$ cat src/rtl/core/assert_macros.svh
// assertion macros shared by the rtl core
// no dependencies; included by files that carry concurrent assertions
`ifndef ASSERT_MACROS_SVH
`define ASSERT_MACROS_SVH

// antecedent implies consequent in the same cycle, checked out of reset
`define ASSERT_SAME(label, clk, rstn, ante, cons) \
    label: assert property (@(posedge clk) disable iff (!rstn) (ante) |-> (cons)) \
        else $error("assertion failed: same-cycle implication");

// antecedent implies consequent in the following cycle, checked out of reset
`define ASSERT_NEXT(label, clk, rstn, ante, cons) \
    label: assert property (@(posedge clk) disable iff (!rstn) (ante) |=> (cons)) \
        else $error("assertion failed: next-cycle implication");

// property checked at every edge, reset included
`define ASSERT_ALWAYS_NEXT(label, clk, ante, cons) \
    label: assert property (@(posedge clk) (ante) |=> (cons)) \
        else $error("assertion failed: reset behavior");

`endif

$ cat src/rtl/core/mbar_pkg.sv
// shared types, constants and functions of the modbus ascii to rtu converter
// no dependencies
package mbar_pkg;

    // ascii and frame constants
    localparam logic [7:0]  CHAR_NINE    = 8'h39;
    localparam logic [7:0]  CHAR_ZERO    = 8'h30;
    localparam logic [7:0]  HEX_GAP      = 8'h07;
    localparam logic [7:0]  MIN_DATA_LEN = 8'd7;
    localparam logic [7:0]  LEN_OVERHEAD = 8'd5;

    // crc-16 constants, reflected form
    localparam logic [15:0] CRC_INIT = 16'hFFFF;
    localparam logic [15:0] CRC_POLY = 16'hA001;

    // number of output beats one character can cause
    localparam int unsigned BUNDLE_MAX = 3;

    // one output beat
    typedef struct packed {
        logic [7:0] rtu_byte;
        logic       is_crc;
        logic       last;
    } rtu_beat_t;

    // beats produced by one accepted character, in order
    typedef struct packed {
        logic [1:0]                 num;
        rtu_beat_t [BUNDLE_MAX-1:0] beats;
    } beat_bundle_t;

    // hex digit value with the same wrap for invalid characters
    function automatic logic [7:0] hex_value(input logic [7:0] c);
        logic [7:0] v;
        v = c;
        if (v > CHAR_NINE) begin
            v = v - HEX_GAP;
        end
        return v - CHAR_ZERO;
    endfunction

    // one byte through the crc register, bit at a time
    function automatic logic [15:0] crc_update(input logic [15:0] crc, input logic [7:0] b);
        logic [15:0] c;
        c = crc ^ {8'h00, b};
        for (int i = 0; i < 8; i++) begin
            if (c[0]) begin
                c = (c >> 1) ^ CRC_POLY;
            end else begin
                c = c >> 1;
            end
        end
        return c;
    endfunction

    // crc byte of the given slot, slot 0 goes out first
    function automatic rtu_beat_t crc_beat(input logic [15:0] crc, input logic high_first,
                                           input logic second);
        rtu_beat_t bt;
        bt.is_crc   = 1'b1;
        bt.last     = second;
        bt.rtu_byte = (high_first ^ second) ? crc[15:8] : crc[7:0];
        return bt;
    endfunction

endpackage

$ cat src/rtl/core/mbar_frame_dec.sv
// frame decoder: character position tracking, hex pairing and crc register
// depends on mbar_pkg
module mbar_frame_dec (
    input  logic                  aclk,
    input  logic                  aresetn,
    input  logic                  accept,
    input  logic [7:0]            ascii_char,
    input  logic [7:0]            frame_length,
    input  logic                  crc_high_first,
    output mbar_pkg::beat_bundle_t bundle
);
    import mbar_pkg::*;

    logic [7:0]  pos_reg, pos_next;
    logic [7:0]  high_nib_reg, high_nib_next;
    logic [15:0] crc_reg, crc_next;

    logic [7:0]  ndata;
    logic [8:0]  data_end;
    logic        in_data;
    logic        pair_done;
    logic        is_end;
    logic [7:0]  nib;
    logic [7:0]  byte_val;
    logic [15:0] crc_after;
    rtu_beat_t   data_beat;

    // frame geometry for this character
    always_comb begin
        ndata     = (frame_length >= MIN_DATA_LEN) ? ((frame_length - LEN_OVERHEAD) >> 1) : 8'd0;
        data_end  = {ndata, 1'b0};
        in_data   = (pos_reg != 8'd0) && ({1'b0, pos_reg} <= data_end);
        pair_done = in_data && !pos_reg[0];
        is_end    = ({1'b0, pos_reg} + 9'd1) >= {1'b0, frame_length};
    end

    // byte assembly and crc step
    always_comb begin
        nib                = hex_value(ascii_char);
        byte_val           = {high_nib_reg[3:0], 4'h0} | nib;
        crc_after          = crc_update(crc_reg, byte_val);
        data_beat.rtu_byte = byte_val;
        data_beat.is_crc   = 1'b0;
        data_beat.last     = 1'b0;
    end

    // beats caused by this character
    always_comb begin
        bundle = '0;
        if (pair_done) begin
            bundle.num      = 2'd1;
            bundle.beats[0] = data_beat;
            if ({1'b0, pos_reg} == data_end) begin
                bundle.num      = 2'd3;
                bundle.beats[1] = crc_beat(crc_after, crc_high_first, 1'b0);
                bundle.beats[2] = crc_beat(crc_after, crc_high_first, 1'b1);
            end
        end else if (is_end && (ndata == 8'd0)) begin
            bundle.num      = 2'd2;
            bundle.beats[0] = crc_beat(crc_reg, crc_high_first, 1'b0);
            bundle.beats[1] = crc_beat(crc_reg, crc_high_first, 1'b1);
        end
    end

    // next frame state
    always_comb begin
        pos_next      = pos_reg;
        high_nib_next = high_nib_reg;
        crc_next      = crc_reg;
        if (accept) begin
            if (in_data && pos_reg[0]) begin
                high_nib_next = nib;
            end
            if (pair_done) begin
                crc_next = crc_after;
            end
            if (is_end) begin
                pos_next      = 8'd0;
                high_nib_next = 8'd0;
                crc_next      = CRC_INIT;
            end else begin
                pos_next = pos_reg + 8'd1;
            end
        end
    end

    always_ff @(posedge aclk) begin
        if (!aresetn) begin
            pos_reg      <= 8'd0;
            high_nib_reg <= 8'd0;
            crc_reg      <= CRC_INIT;
        end else begin
            pos_reg      <= pos_next;
            high_nib_reg <= high_nib_next;
            crc_reg      <= crc_next;
        end
    end

endmodule

$ cat src/rtl/core/mbar_beat_queue.sv
// output queue: takes up to three beats per cycle, hands out one per cycle while out_ready is high
// depends on mbar_pkg
module mbar_beat_queue #(
    parameter int unsigned DEPTH = 4
) (
    input  logic                   aclk,
    input  logic                   aresetn,
    input  logic                   push,
    input  mbar_pkg::beat_bundle_t bundle,
    output logic                   room,
    output logic                   out_valid,
    input  logic                   out_ready,
    output mbar_pkg::rtu_beat_t    out_beat
);
    import mbar_pkg::*;

    localparam int unsigned IDX_W = (DEPTH > 1) ? $clog2(DEPTH) : 1;
    localparam int unsigned CNT_W = $clog2(DEPTH + 1);

    rtu_beat_t        mem_reg [DEPTH];
    logic [IDX_W-1:0] wr_ptr_reg, wr_ptr_next;
    logic [IDX_W-1:0] rd_ptr_reg, rd_ptr_next;
    logic [CNT_W-1:0] count_reg, count_next;
    logic [IDX_W-1:0] idx0, idx1, idx2, idx3;
    logic [1:0]       push_num;
    logic             pop;

    // circular index step
    function automatic logic [IDX_W-1:0] step_idx(input logic [IDX_W-1:0] p);
        if (p == IDX_W'(DEPTH - 1)) begin
            return '0;
        end
        return p + 1'b1;
    endfunction

    always_comb begin
        idx0     = wr_ptr_reg;
        idx1     = step_idx(idx0);
        idx2     = step_idx(idx1);
        idx3     = step_idx(idx2);
        push_num = push ? bundle.num : 2'd0;
        pop      = out_valid && out_ready;
    end

    // read side
    assign out_valid = (count_reg != '0);
    assign out_beat  = mem_reg[rd_ptr_reg];
    assign room      = (count_reg <= CNT_W'(DEPTH - BUNDLE_MAX));

    // pointer and fill bookkeeping
    always_comb begin
        case (push_num)
            2'd0:    wr_ptr_next = idx0;
            2'd1:    wr_ptr_next = idx1;
            2'd2:    wr_ptr_next = idx2;
            default: wr_ptr_next = idx3;
        endcase
        rd_ptr_next = pop ? step_idx(rd_ptr_reg) : rd_ptr_reg;
        count_next  = count_reg + CNT_W'(push_num) - CNT_W'(pop);
    end

    always_ff @(posedge aclk) begin
        if (!aresetn) begin
            wr_ptr_reg <= '0;
            rd_ptr_reg <= '0;
            count_reg  <= '0;
        end else begin
            wr_ptr_reg <= wr_ptr_next;
            rd_ptr_reg <= rd_ptr_next;
            count_reg  <= count_next;
        end
    end

    // beat storage, no reset
    always_ff @(posedge aclk) begin
        if (push_num >= 2'd1) begin
            mem_reg[idx0] <= bundle.beats[0];
        end
        if (push_num >= 2'd2) begin
            mem_reg[idx1] <= bundle.beats[1];
        end
        if (push_num == 2'd3) begin
            mem_reg[idx2] <= bundle.beats[2];
        end
    end

endmodule

$ cat src/rtl/core/modbus_ascii_to_rtu_with_crc_top.sv
// top level of the modbus ascii to rtu converter with appended crc-16
// depends on mbar_pkg, mbar_frame_dec, mbar_beat_queue and assert_macros.svh
//
// usage:
//   s_ channel: one ascii character per beat, with the total character count
//   of its frame. the start mark, the lrc pair, cr and lf produce no output.
//   m_ channel: one rtu byte per beat. each completed hex pair gives a data
//   byte; after the last data byte come two crc bytes (is_crc high), the
//   second with last high. frames under seven characters give only the crc
//   of empty data, on their final character.
//   cfg channel: one bit, crc_high_first (1 after reset): 1 sends the crc
//   register's high byte first, 0 the low byte first. cfg_ready is always high.
// timing and throughput:
//   a byte is registered in the output queue when its character is accepted and presented on m_ from there.
//   one character is taken per cycle while the output queue has room for
//   three beats; with the default depth of four and a receiver that drains
//   every cycle the input never stalls except for the crc pair of a frame.
// reset: frame position, crc register and output queue clear at once; the
//   configuration bit returns to high-first.
// stall: a stalled receiver fills the output queue, then s_ready drops
//   until beats drain; nothing is dropped.
module modbus_ascii_to_rtu_with_crc_top #(
    parameter int unsigned QUEUE_DEPTH = 4
) (
    input  logic       aclk,
    input  logic       aresetn,
    // character input
    input  logic       s_valid,
    output logic       s_ready,
    input  logic [7:0] s_ascii_char,
    input  logic [7:0] s_frame_length,
    // rtu byte output
    output logic       m_valid,
    input  logic       m_ready,
    output logic [7:0] m_rtu_byte,
    output logic       m_is_crc,
    output logic       m_last,
    // configuration write
    input  logic       cfg_valid,
    output logic       cfg_ready,
    input  logic       cfg_data
);
    import mbar_pkg::*;

`include "assert_macros.svh"

    logic         crc_high_first_reg, crc_high_first_next;
    logic         accept;
    logic         room;
    beat_bundle_t bundle;
    rtu_beat_t    out_beat;

    // configuration register
    assign cfg_ready           = 1'b1;
    assign crc_high_first_next = (cfg_valid && cfg_ready) ? cfg_data : crc_high_first_reg;

    always_ff @(posedge aclk) begin
        if (!aresetn) begin
            crc_high_first_reg <= 1'b1;
        end else begin
            crc_high_first_reg <= crc_high_first_next;
        end
    end

    // input handshake
    assign s_ready = room;
    assign accept  = s_valid && s_ready;

    mbar_frame_dec u_frame_dec (
        .aclk           (aclk),
        .aresetn        (aresetn),
        .accept         (accept),
        .ascii_char     (s_ascii_char),
        .frame_length   (s_frame_length),
        .crc_high_first (crc_high_first_reg),
        .bundle         (bundle)
    );

    mbar_beat_queue #(
        .DEPTH (QUEUE_DEPTH)
    ) u_beat_queue (
        .aclk      (aclk),
        .aresetn   (aresetn),
        .push      (accept),
        .bundle    (bundle),
        .room      (room),
        .out_valid (m_valid),
        .out_ready (m_ready),
        .out_beat  (out_beat)
    );

    // output fields
    assign m_rtu_byte = out_beat.rtu_byte;
    assign m_is_crc   = out_beat.is_crc;
    assign m_last     = out_beat.last;

    // the frame's final byte is always a crc byte
    `ASSERT_SAME(a_last_is_crc, aclk, aresetn, m_valid && m_last, m_is_crc)

    // the first crc byte is followed directly by the second
    `ASSERT_NEXT(a_crc_pair, aclk, aresetn, m_valid && m_ready && m_is_crc && !m_last,
                 m_valid && m_is_crc && m_last)

    // queue is empty right after reset
    `ASSERT_ALWAYS_NEXT(a_reset_empty, aclk, !aresetn, !m_valid)

endmodule
$ cat config.mk
export PLATFORM = sky130hd
export DESIGN_NAME = modbus_ascii_to_rtu_with_crc_top
export DESIGN_NICKNAME = d
export VERILOG_FILES = /design/src/rtl/core/mbar_pkg.sv /design/src/rtl/core/mbar_frame_dec.sv /design/src/rtl/core/mbar_beat_queue.sv /design/src/rtl/core/modbus_ascii_to_rtu_with_crc_top.sv
export VERILOG_INCLUDE_DIRS = /design/src /design/src/rtl/core
export SDC_FILE = /design/constraint.sdc
export NUM_CORES = 1
export LEC_CHECK = 0
export BUFFER_PORTS_ARGS = -buffer_cell sky130_fd_sc_hd__buf_2
export CAP_MARGIN = 20
export CELL_PAD_IN_SITES_DETAIL_PLACEMENT = 1
export CELL_PAD_IN_SITES_GLOBAL_PLACEMENT = 2
export CORE_MARGIN = 1.5
export CORE_UTILIZATION = 43
export CTS_BUF_LIST = sky130_fd_sc_hd__clkbuf_8
export DETAILED_ROUTE_END_ITERATION = 10
export GPL_ROUTABILITY_DRIVEN = 0
export PLACE_DENSITY = 0.87
export SLEW_MARGIN = 20
export SYNTH_ARGS = -nofsm -noshare
export SYNTH_HDL_FRONTEND = slang
export SYNTH_SLANG_ARGS = --single-unit
$ cat constraint.sdc
create_clock -name aclk -period 6.51 [get_ports aclk]
set_input_delay 0.3255 -clock aclk [delete_from_list [all_inputs] [get_ports aclk]]
set_output_delay 0.3255 -clock aclk [all_outputs]
set_load 0.02 [all_outputs]
==> flow_metrics.py, run 1 <==
metrics = {
    "status": {
        "outcome": "completed",
    },
    "cells_and_area": {
        "largest_reg_flops": 40,
        "drive_above_1_share_pct": 11.3,
        "diodes": 0,
        "area_growth_pct": 8.35,
        "nFillCells": 1594,
        "final_nets": 750,
    },
    "clock_tree": {
        "post_cts.repair.setup_buffers": 0,
        "numCtsBuffers": 9,
        "ctsHoldBuffers": 0,
        "clock_latency_ps": 370,
        "clkSinkCount": 78,
        "cts_resized": 0,
        "clk_pin_slew_ps": 90,
        "cts_root_buf": "clkbuf_8",
        "cts_buffer_depth": 2,
        "cts_max_level": 3,
        "cts_tree": "built",
    },
    "synthesis": {
        "syn_nets": 737,
        "synth_area_leaders": "edfxtp_1 (20%), dfxtp_1 (13%), ha_1 (8.5%), nand2_1 (4.6%), mux2i_1 (4.2%)",
        "yosys_register_bits": 78,
        "ys.flop_type": "edfxtp_1",
        "synth_area_sq_mm": 0.00592,
        "yosys.area.top_type": "edfxtp_1",
        "ys_async_sr_fraction_pct": 0,
        "synthCells": 674,
        "yosysUniqueCellTypes": 68,
        "synth_top_area_share_pct": 20.3,
        "yosys_warnings": 0,
        "avgSynthCellArea_sq_um": 8.78,
        "seq_area_frac_synth_pct": 33.1,
        "synth-edff-count": 40,
    },
    "floorplan": {
        "coreArea_sq_mm": 0.0133,
        "die_area_sq_mm": 0.0145,
        "die_y_microns": 120,
        "die_x_microns": 120,
        "io_pins": 35,
        "rows": 42,
        "initial_core_util_pct": 44.4,
    },
    "timing": {
        "relSlewSlack_pct": 37.9,
        "tns_ps": 0,
        "worstMarginPinSlew_ps": 930,
        "maxSlewViolCount": 0,
        "rsz0062_at_grt": "false",
        "fmax_mhz": 202,
        "hold_viol": 0,
        "whs_ps": 195,
        "setup_viol": 0,
        "period_minus_slack_ps": 4940,
        "skew_ps": 8.16,
        "period_share_pct": 75.9,
    },
    "grt": {
        "grt_use_total_pct": 26.0,
        "antenna_found_initial": 0,
        "overflow": 0,
        "grt_pass1_wl_mm": 29.1,
        "first_global_vias": 5297,
        "busiest_layer": "met2",
        "grt_max_degree": 27,
        "met2_usage_pct": 45.7,
        "use_met3_pct": 2.31,
        "grtUsageMet1_pct": 33.4,
    },
    "detailed_routing": {
        "route.detailed.drc": 0,
        "via_count": 5102,
        "detail-route-antenna-nets": 0,
        "drt_pre_antenna_iters": 5,
        "drtIter0Drc": 316,
        "routedWlPerCell_microns": 20.7,
        "wl_mm": 18.0,
        "avgViaCountPerCell": 5.88,
    },
    "worst_setup_path": {
        "rr_worst_depth": 12,
        "rr_startpoint": "u_frame_dec.pos_reg[0]$_SDFFE_PN0P_",
        "worstPathArrival_ps": 4890,
        "r2r-end": "u_beat_queue.mem_reg[1][7]$_DFFE_PP_",
        "end_kind": "flip-flop",
        "critPathLaunchType": "flip-flop",
        "required_ps": 6460,
        "path_max_fanout": 18,
        "crit_type": "reg -> reg",
        "regToRegSetupSlack_ps": 1570,
    },
    "run": {
        "maxCapViolCount": 0,
    },
    "power": {
        "p_total_w": 0.00206,
        "peakVddDrop_uv": 200,
        "p_sw_w": 0.000828,
        "comb_power_share_pct": 47.4,
        "p_sw_share_pct": 40.1,
        "cellPowerDensity_mw_per_mm2": 322,
        "p_int_w": 0.00124,
        "pwr-share-seq_pct": 32.5,
        "power.share.clock_pct": 20.1,
        "p_leak_nw": 2.62,
    },
    "hold_path": {
        "hold_path_depth": 2,
        "min_path_type": "in -> reg",
        "min_from": "cfg_valid",
        "min_to": "crc_high_first_reg$_SDFFE_PN1P_",
    },
    "place": {
        "hpwl_mm": 14.1,
        "io_buffers": 33,
    },
}
## metal layers
layer / share of wire, % / up-vias
li1: - / 2479
met1: 45 / 2475
met2: 50 / 122
met3: 2.9 / 26
met4: 2.5 / 0
met5: 0 / -
## placed cells by master (no fill, tap or decap), types with 13 or more instances in the layout
master / instances
o211ai_1: 15
dfxtp_1: 38
xnor2_1: 25
nand3_1: 35
ha_1: 40
edfxtp_1: 40
nor2b_1: 13
nand2_1: 72
o21ai_0: 50
nor3_1: 18
nor2_1: 48
o22ai_1: 23
a21oi_1: 25
buf_2: 33
mux2i_1: 25
inv_1: 27
## area by class of cell
class	instances	area [sq um]	area share (%)
Timing Repair Buffer	39	210	3.28
Inverter	28	105	1.64
Multi-Input combinational cell	531	3700	57.6
Clock inverter	7	97.6	1.52
Sequential cell	78	1960	30.6
Tap cell	176	220	3.43
Clock buffer	9	124	1.93
## cell families (layout without fill, tap and decap cells)
kind of cell	count (synthesis)	count (layout)	share of synthesized area [%]
AO/OA/AOI/OAI	175	175	18.8
XOR/XNOR	43	43	7.61
adder cells (fa/ha/maj)	41	41	8.79
buffers and inverters	65	83	4.44
flip-flops	78	78	33.1
multiplexers	37	37	8.41
other	1	1	0.0633
AND/OR/NAND/NOR	234	234	18.8
## power groups by stage
stage | clock network (W) | logic [W] | registers (W)
global placement | 0 | 0.000944 | 0.000675
global route | 0.000438 | 0.00107 | 0.000681
detailed placement | 0 | 0.000970 | 0.000682
floorplan | 0 | 0.000746 | 0.000640
finish | 0.000415 | 0.000979 | 0.000670
CTS | 0.000421 | 0.000975 | 0.000671
## how the worst max path moves through the flow
stage                                                    from                                   end  slack [ps]  cells after the start
after floorplan                             s_frame_length[3]  u_beat_queue.mem_reg[1][0]$_DFFE_PP_        2380                     19
after global placement                      s_frame_length[3]  u_beat_queue.mem_reg[1][8]$_DFFE_PP_        1700                     18
after detailed placement                    s_frame_length[3]  u_beat_queue.mem_reg[1][2]$_DFFE_PP_        1250                     18
after CTS                 u_frame_dec.pos_reg[0]$_SDFFE_PN0P_  u_beat_queue.mem_reg[1][6]$_DFFE_PP_        1590                     12
after global routing                        s_frame_length[3]  u_beat_queue.mem_reg[1][1]$_DFFE_PP_        1170                     18
final                     u_frame_dec.pos_reg[0]$_SDFFE_PN0P_  u_beat_queue.mem_reg[1][7]$_DFFE_PP_        1570                     12
## synth_stat cells, types with 4 or more instances
master and count:
o22ai_1 23, o21a_1 6, dfxtp_1 38, o21ai_1 4
a21o_1 4, o211ai_1 15, nand2_1 72, inv_1 27
a22oi_1 7, a21boi_0 7, mux2i_1 25, ha_1 40
and3_1 5, buf_2 6, o21ai_0 50, nand2b_1 12
o32ai_1 4, and2_1 9, mux4_2 10, clkbuf_1 26
nor2b_1 13, a21oi_1 25, nand3_1 35, nor2_1 48
nand4_1 7, edfxtp_1 40, nor3_1 18, a31oi_1 10
xnor2_1 25, xor2_1 12
## worst max-delay path, stage by stage (launching register included)
cell and delay, ps:
dfxtp_1 380, inv_1 200, ha_1 170, or4b_2 590, nor4_1 480, or3_1 670, o21ai_1 150, buf_4 210
nand2_1 160, inv_1 100, ha_1 290, nand2_1 510, nand3_1 600
## metrics by stage
step | cells | setup WS, ps | area, sq um | util (%)
final | 868 | 1570 | 6410 | 48.1
after floorplan | 674 | 2380 | 5920 | -
after global placement | 852 | 1700 | 6190 | 46.4
after detailed placement | 852 | 1250 | 6190 | 46.4
after global routing | 868 | 1170 | 6410 | 48.1
after CTS | 868 | 1590 | 6410 | 48.1
Power figures use the tool's default switching activity.
==> inputs of run 2 (changes only) <==
--- a/config.mk
+++ b/config.mk
@@ -11,11 +11,11 @@
 export CELL_PAD_IN_SITES_DETAIL_PLACEMENT = 1
 export CELL_PAD_IN_SITES_GLOBAL_PLACEMENT = 2
 export CORE_MARGIN = 1.5
-export CORE_UTILIZATION = 43
+export CORE_UTILIZATION = 36
 export CTS_BUF_LIST = sky130_fd_sc_hd__clkbuf_8
 export DETAILED_ROUTE_END_ITERATION = 10
 export GPL_ROUTABILITY_DRIVEN = 0
-export PLACE_DENSITY = 0.87
+export PLACE_DENSITY = 0.77
 export SLEW_MARGIN = 20
 export SYNTH_ARGS = -nofsm -noshare
 export SYNTH_HDL_FRONTEND = slang
==> constraint.sdc (replaced) <==
create_clock -name aclk -period 4.2 [get_ports aclk]
set_input_delay 0.21 -clock aclk [delete_from_list [all_inputs] [get_ports aclk]]
set_output_delay 0.21 -clock aclk [all_outputs]
set_load 0.02 [all_outputs]
==> flow_metrics.py, run 2 (synthesis results as in run 1) <==
metrics = {
    "status": {
        "outcome": "completed",
    },
    "grt": {
        "grt_use_total_pct": 20.7,
        "grt_max_degree": 26,
        "overflow": 0,
        "first_global_vias": 5455,
        "grt_pass1_wl_mm": 28.7,
        "antenna_found_initial": 0,
    },
    "power": {
        "peakVddDrop_uv": 192,
        "cellPowerDensity_mw_per_mm2": 468,
        "p_leak_nw": 2.78,
        "p_total_w": 0.00313,
    },
    "detailed_routing": {
        "routedWlPerCell_microns": 18.4,
        "drtIter0Drc": 304,
        "drt_pre_antenna_iters": 4,
        "via_count": 5201,
        "route.detailed.drc": 0,
        "avgViaCountPerCell": 5.53,
        "detail-route-antenna-nets": 0,
        "wl_mm": 17.3,
    },
    "worst_setup_path": {
        "worstPathArrival_ps": 3880,
        "end_kind": "flip-flop",
        "crit_type": "reg -> reg",
        "r2r-end": "u_beat_queue.mem_reg[1][5]$_DFFE_PP_",
        "required_ps": 4170,
        "rr_startpoint": "u_frame_dec.pos_reg[0]$_SDFFE_PN0P_",
        "critPathLaunchType": "flip-flop",
        "path_max_fanout": 10,
        "rr_worst_depth": 15,
        "regToRegSetupSlack_ps": 290,
    },
    "cells_and_area": {
        "fin_area_sq_mm": 0.00668,
        "diodes": 0,
        "fin_util_pct": 41.8,
        "drive_above_1_share_pct": 15.1,
        "final_cell_mix": "nand2_1 (72), o21ai_0 (50), nor2_1 (48), ha_1 (40), edfxtp_1 (40)",
        "nFillCells": 1937,
        "layout_commonest_cell": "nand2_1",
        "fin_cells": 940,
        "final_nets": 782,
        "largest_reg_flops": 40,
        "area_growth_pct": 12.8,
    },
    "run": {
        "maxCapViolCount": 0,
    },
    "clock_tree": {
        "clock_latency_ps": 370,
        "cts_buffer_depth": 2,
        "post_cts.repair.setup_buffers": 0,
        "cts_root_buf": "clkbuf_8",
        "clkSinkCount": 78,
        "cts_tree": "built",
        "cts_resized": 0,
        "ctsHoldBuffers": 0,
        "numCtsBuffers": 9,
        "clk_pin_slew_ps": 90,
        "cts_max_level": 3,
    },
    "hold_path": {
        "min_path_type": "in -> reg",
        "hold_path_depth": 2,
        "min_to": "crc_high_first_reg$_SDFFE_PN1P_",
        "min_from": "cfg_valid",
    },
    "place": {
        "placed_area_sq_mm": 0.00648,
        "io_buffers": 33,
        "hpwl_mm": 13.7,
        "dp.cells": 924,
    },
    "floorplan": {
        "die_y_microns": 131,
        "coreArea_sq_mm": 0.0160,
        "die_x_microns": 131,
        "die_area_sq_mm": 0.0172,
        "initial_core_util_pct": 37.0,
        "io_pins": 35,
        "rows": 46,
    },
    "timing": {
        "hold_viol": 0,
        "maxSlewViolCount": 0,
        "skew_ps": 16.0,
        "tns_ps": 0,
        "period_share_pct": 93.1,
        "worstMarginPinSlew_ps": 711,
        "period_minus_slack_ps": 3910,
        "rsz0062_at_grt": "false",
        "relSlewSlack_pct": 52.6,
        "fmax_mhz": 256,
        "setup_viol": 0,
    },
}
-- run 2: cell count changes in the layout (fill, tap and decap cells not counted) --
cell / change
buf_4: +32
bufinv_16: -1
clkinv_4: +2
clkinvlp_4: -2
inv_1: +1
-- run 2: final cells by class --
type | count | area [sq um] | share of cell area (%)
inverters | 28 | 105 | 1.57
flip-flops and latches | 78 | 1960 | 29.4
clock inverters | 7 | 73.8 | 1.10
well taps | 216 | 270 | 4.04
multi-input cells | 531 | 3700 | 55.3
repair buffers | 71 | 450 | 6.74
clock buffers | 9 | 124 | 1.85
-- run 2: metal layers --
metal	wire length, microns	global-route usage (%)	vias to the layer above
met4	388	8.18	0
met2	8440	35.4	97
met5	0	0	-
met1	8070	27.2	2530
met3	400	1.77	28
li1	-	-	2546
-- run 2: power by group --
part           internal, W  switching, W
combinational     0.000705      0.000819
clock             0.000276      0.000299
sequential        0.000918      0.000108
total              0.00190       0.00123
-- run 2: critical path, cell delays in order (launching register included) --
cell and delay [ps]:
dfxtp_1 500, ha_1 220, and3_1 170, nand3_1 120
xnor2_1 240, ha_1 290, a21oi_1 160, nor2b_1 70
a311oi_1 310, o21a_1 220, o21ai_1 110, nand2_1 170
inv_1 80, ha_1 290, nand2_1 130, nand3_1 400
-- run 2: through the flow --
| step | setup WS [ps] | hold slack [ps] |
|---|---|---|
| finish | 289 | 40.4 |
| global route | 23.6 | 43.8 |
| CTS | 296 | 27.7 |
| detailed placement | 140 | 436 |
| global placement | 290 | 422 |
| floorplan | 183 | 326 |
-- run 2: worst max-delay path by stage --
| stage | start | end | depth (start not counted) |
|---|---|---|---|
| final | u_frame_dec.pos_reg[0]$_SDFFE_PN0P_ | u_beat_queue.mem_reg[1][5]$_DFFE_PP_ | 15 |
| after global placement | s_frame_length[1] | u_beat_queue.count_reg[2]$_SDFF_PN0_ | 19 |
| after floorplan | s_frame_length[3] | u_beat_queue.mem_reg[1][0]$_DFFE_PP_ | 19 |
| after detailed placement | s_frame_length[1] | u_beat_queue.count_reg[2]$_SDFF_PN0_ | 19 |
| after CTS | u_frame_dec.pos_reg[0]$_SDFFE_PN0P_ | u_beat_queue.mem_reg[1][5]$_DFFE_PP_ | 15 |
| after global routing | u_frame_dec.pos_reg[0]$_SDFFE_PN0P_ | u_beat_queue.mem_reg[1][5]$_DFFE_PP_ | 15 |
==> inputs of run 3 (changes only) <==
==> constraint.sdc (replaced) <==
create_clock -name aclk -period 4.2 [get_ports aclk]
set_input_delay 0.42 -clock aclk [delete_from_list [all_inputs] [get_ports aclk]]
set_output_delay 0.42 -clock aclk [all_outputs]
set_load 0.02 [all_outputs]
==> flow_metrics.py, run 3 (synthesis results as in run 1) <==
metrics = {
    "cells_and_area": {
        "nFillCells": 1965,
        "diodes": 0,
        "drive_above_1_share_pct": 15.5,
        "layout_commonest_cell": "nand2_1",
        "largest_reg_flops": 40,
        "area_growth_pct": 12.6,
        "regArea_sq_mm": 0.00196,
        "fin_area_sq_mm": 0.00667,
        "final_nets": 781,
        "multi_input_area_sq_mm": 0.00370,
        "final_cell_mix": "nand2_1 (72), nor2_1 (48), o21ai_0 (48), edfxtp_1 (40), ha_1 (39)",
    },
    "clock_tree": {
        "cts_tree": "built",
        "cts_buffer_depth": 2,
        "clock_latency_ps": 380,
        "clk_pin_slew_ps": 100,
        "ctsHoldBuffers": 0,
        "cts_max_level": 3,
        "cts_root_buf": "clkbuf_8",
        "post_cts.repair.setup_buffers": 0,
        "clkSinkCount": 78,
        "numCtsBuffers": 9,
    },
    "timing": {
        "worstMarginPinSlew_ps": 698,
        "fmax_mhz": 258,
        "skew_ps": 17.2,
        "setup_viol": 0,
        "period_minus_slack_ps": 3880,
        "rsz0062_at_grt": "false",
        "relSlewSlack_pct": 53.4,
        "maxSlewViolCount": 0,
        "period_share_pct": 92.3,
        "hold_viol": 0,
    },
    "detailed_routing": {
        "route.detailed.drc": 0,
        "via_count": 5304,
        "wl_mm": 18.1,
        "routedWlPerCell_microns": 19.3,
        "drt_pre_antenna_iters": 4,
        "avgViaCountPerCell": 5.65,
        "drtIter0Drc": 324,
        "detail-route-antenna-nets": 0,
    },
    "place": {
        "hpwl_mm": 14.0,
        "io_buffers": 33,
        "placed_area_sq_mm": 0.00648,
    },
    "worst_setup_path": {
        "required_ps": 4360,
        "crit_chain": "buf_2 -> ha_1 -> a21oi_1 -> nand2_2 -> xnor2_1 -> ha_1 -> nor2_1 -> xnor2_1 -> xnor2_1 -> xnor2_1 -> xor3_2 -> xnor3_1 -> mux2_2 -> o22ai_2 -> o211ai_1 -> o21ai_0",
        "max_stage_delay_ps": 450,
        "critPathLaunchType": "input port",
        "crit_buf_inv": 1,
        "end_kind": "flip-flop",
        "slowest_stage": "xor3_2",
        "crit_type": "in -> reg",
        "cp.depth": 16,
        "rr_worst_depth": 16,
        "worstPathArrival_ps": 4040,
        "cpMostUsedCell": "xnor2_1",
        "cp_top_family": "XOR/XNOR gates",
        "path_max_fanout": 6,
    },
    "hold_path": {
        "hold_path_depth": 2,
        "min_path_type": "in -> reg",
    },
    "grt": {
        "first_global_vias": 5527,
        "grt_pass1_wl_mm": 29.9,
        "overflow": 0,
        "antenna_found_initial": 0,
        "grt_max_degree": 26,
        "grt_use_total_pct": 21.6,
    },
    "floorplan": {
        "coreArea_sq_mm": 0.0160,
        "initial_core_util_pct": 37.0,
        "die_y_microns": 131,
        "die_x_microns": 131,
        "rows": 46,
        "io_pins": 35,
        "die_area_sq_mm": 0.0172,
    },
    "run": {
        "maxCapViolCount": 0,
    },
    "power": {
        "cellPowerDensity_mw_per_mm2": 465,
        "p_leak_nw": 2.75,
        "p_total_w": 0.00310,
        "peakVddDrop_uv": 198,
    },
    "status": {
        "outcome": "completed",
    },
}
run 3: worst paths after layout:
| path | slack (ps) | from | end |
|---|---|---|---|
| worst max-delay path | 320 | s_ascii_char[1] | u_beat_queue.mem_reg[2][9]$_DFFE_PP_ |
| worst max register to register | 340 | u_frame_dec.pos_reg[0]$_SDFFE_PN0P_ | u_beat_queue.count_reg[2]$_SDFF_PN0_ |
| worst min register to register | 510 | u_frame_dec.crc_reg[9]$_SDFFE_PN1P_ | u_frame_dec.crc_reg[1]$_SDFFE_PN1P_ |
| worst min-delay path | 240 | cfg_valid | crc_high_first_reg$_SDFFE_PN1P_ |
run 3: cell type report:
| type | count | area share, % |
|---|---|---|
| multi-input combinational | 531 | 55.6 |
| sequential | 78 | 29.4 |
| timing repair buffer | 70 | 6.64 |
| tap | 216 | 4.05 |
| clock buffer | 9 | 1.86 |
| inverter | 28 | 1.58 |
| clock inverter | 7 | 0.882 |
run 3: per-stage QoR:
stage / setup TNS [ps] / hold WS [ps] / setup WS (ps) / instances / utilization (%)
floorplan: 0 / 467 / 37.7 / 674 / -
global placement: 0 / 490 / 82.1 / 923 / 40.5
detailed placement: -1480 / 501 / -130 / 923 / 40.5
CTS: 0 / 228 / 221 / 939 / 41.6
global route: 0 / 250 / 4.36 / 939 / 41.7
finish: 0 / 239 / 323 / 939 / 41.7
run 3: where the power goes:
group          switching (W)  internal, W  total, W
clock               0.000325     0.000220  0.000546
sequential          0.000107     0.000918   0.00102
combinational       0.000827     0.000701   0.00153
total                0.00126      0.00184   0.00310
run 3: timing repair:
item,4_1_cts,5_1_grt
endpoints found under the hold margin,0,0
gates resized for setup,0,4
endpoints found under the setup margin,0,56
run 3: metal layers:
layer	global-route usage (%)	wire length, microns
met3	2.70	492
met4	5.87	315
met5	0	0
met2	38.0	9030
met1	27.9	8270
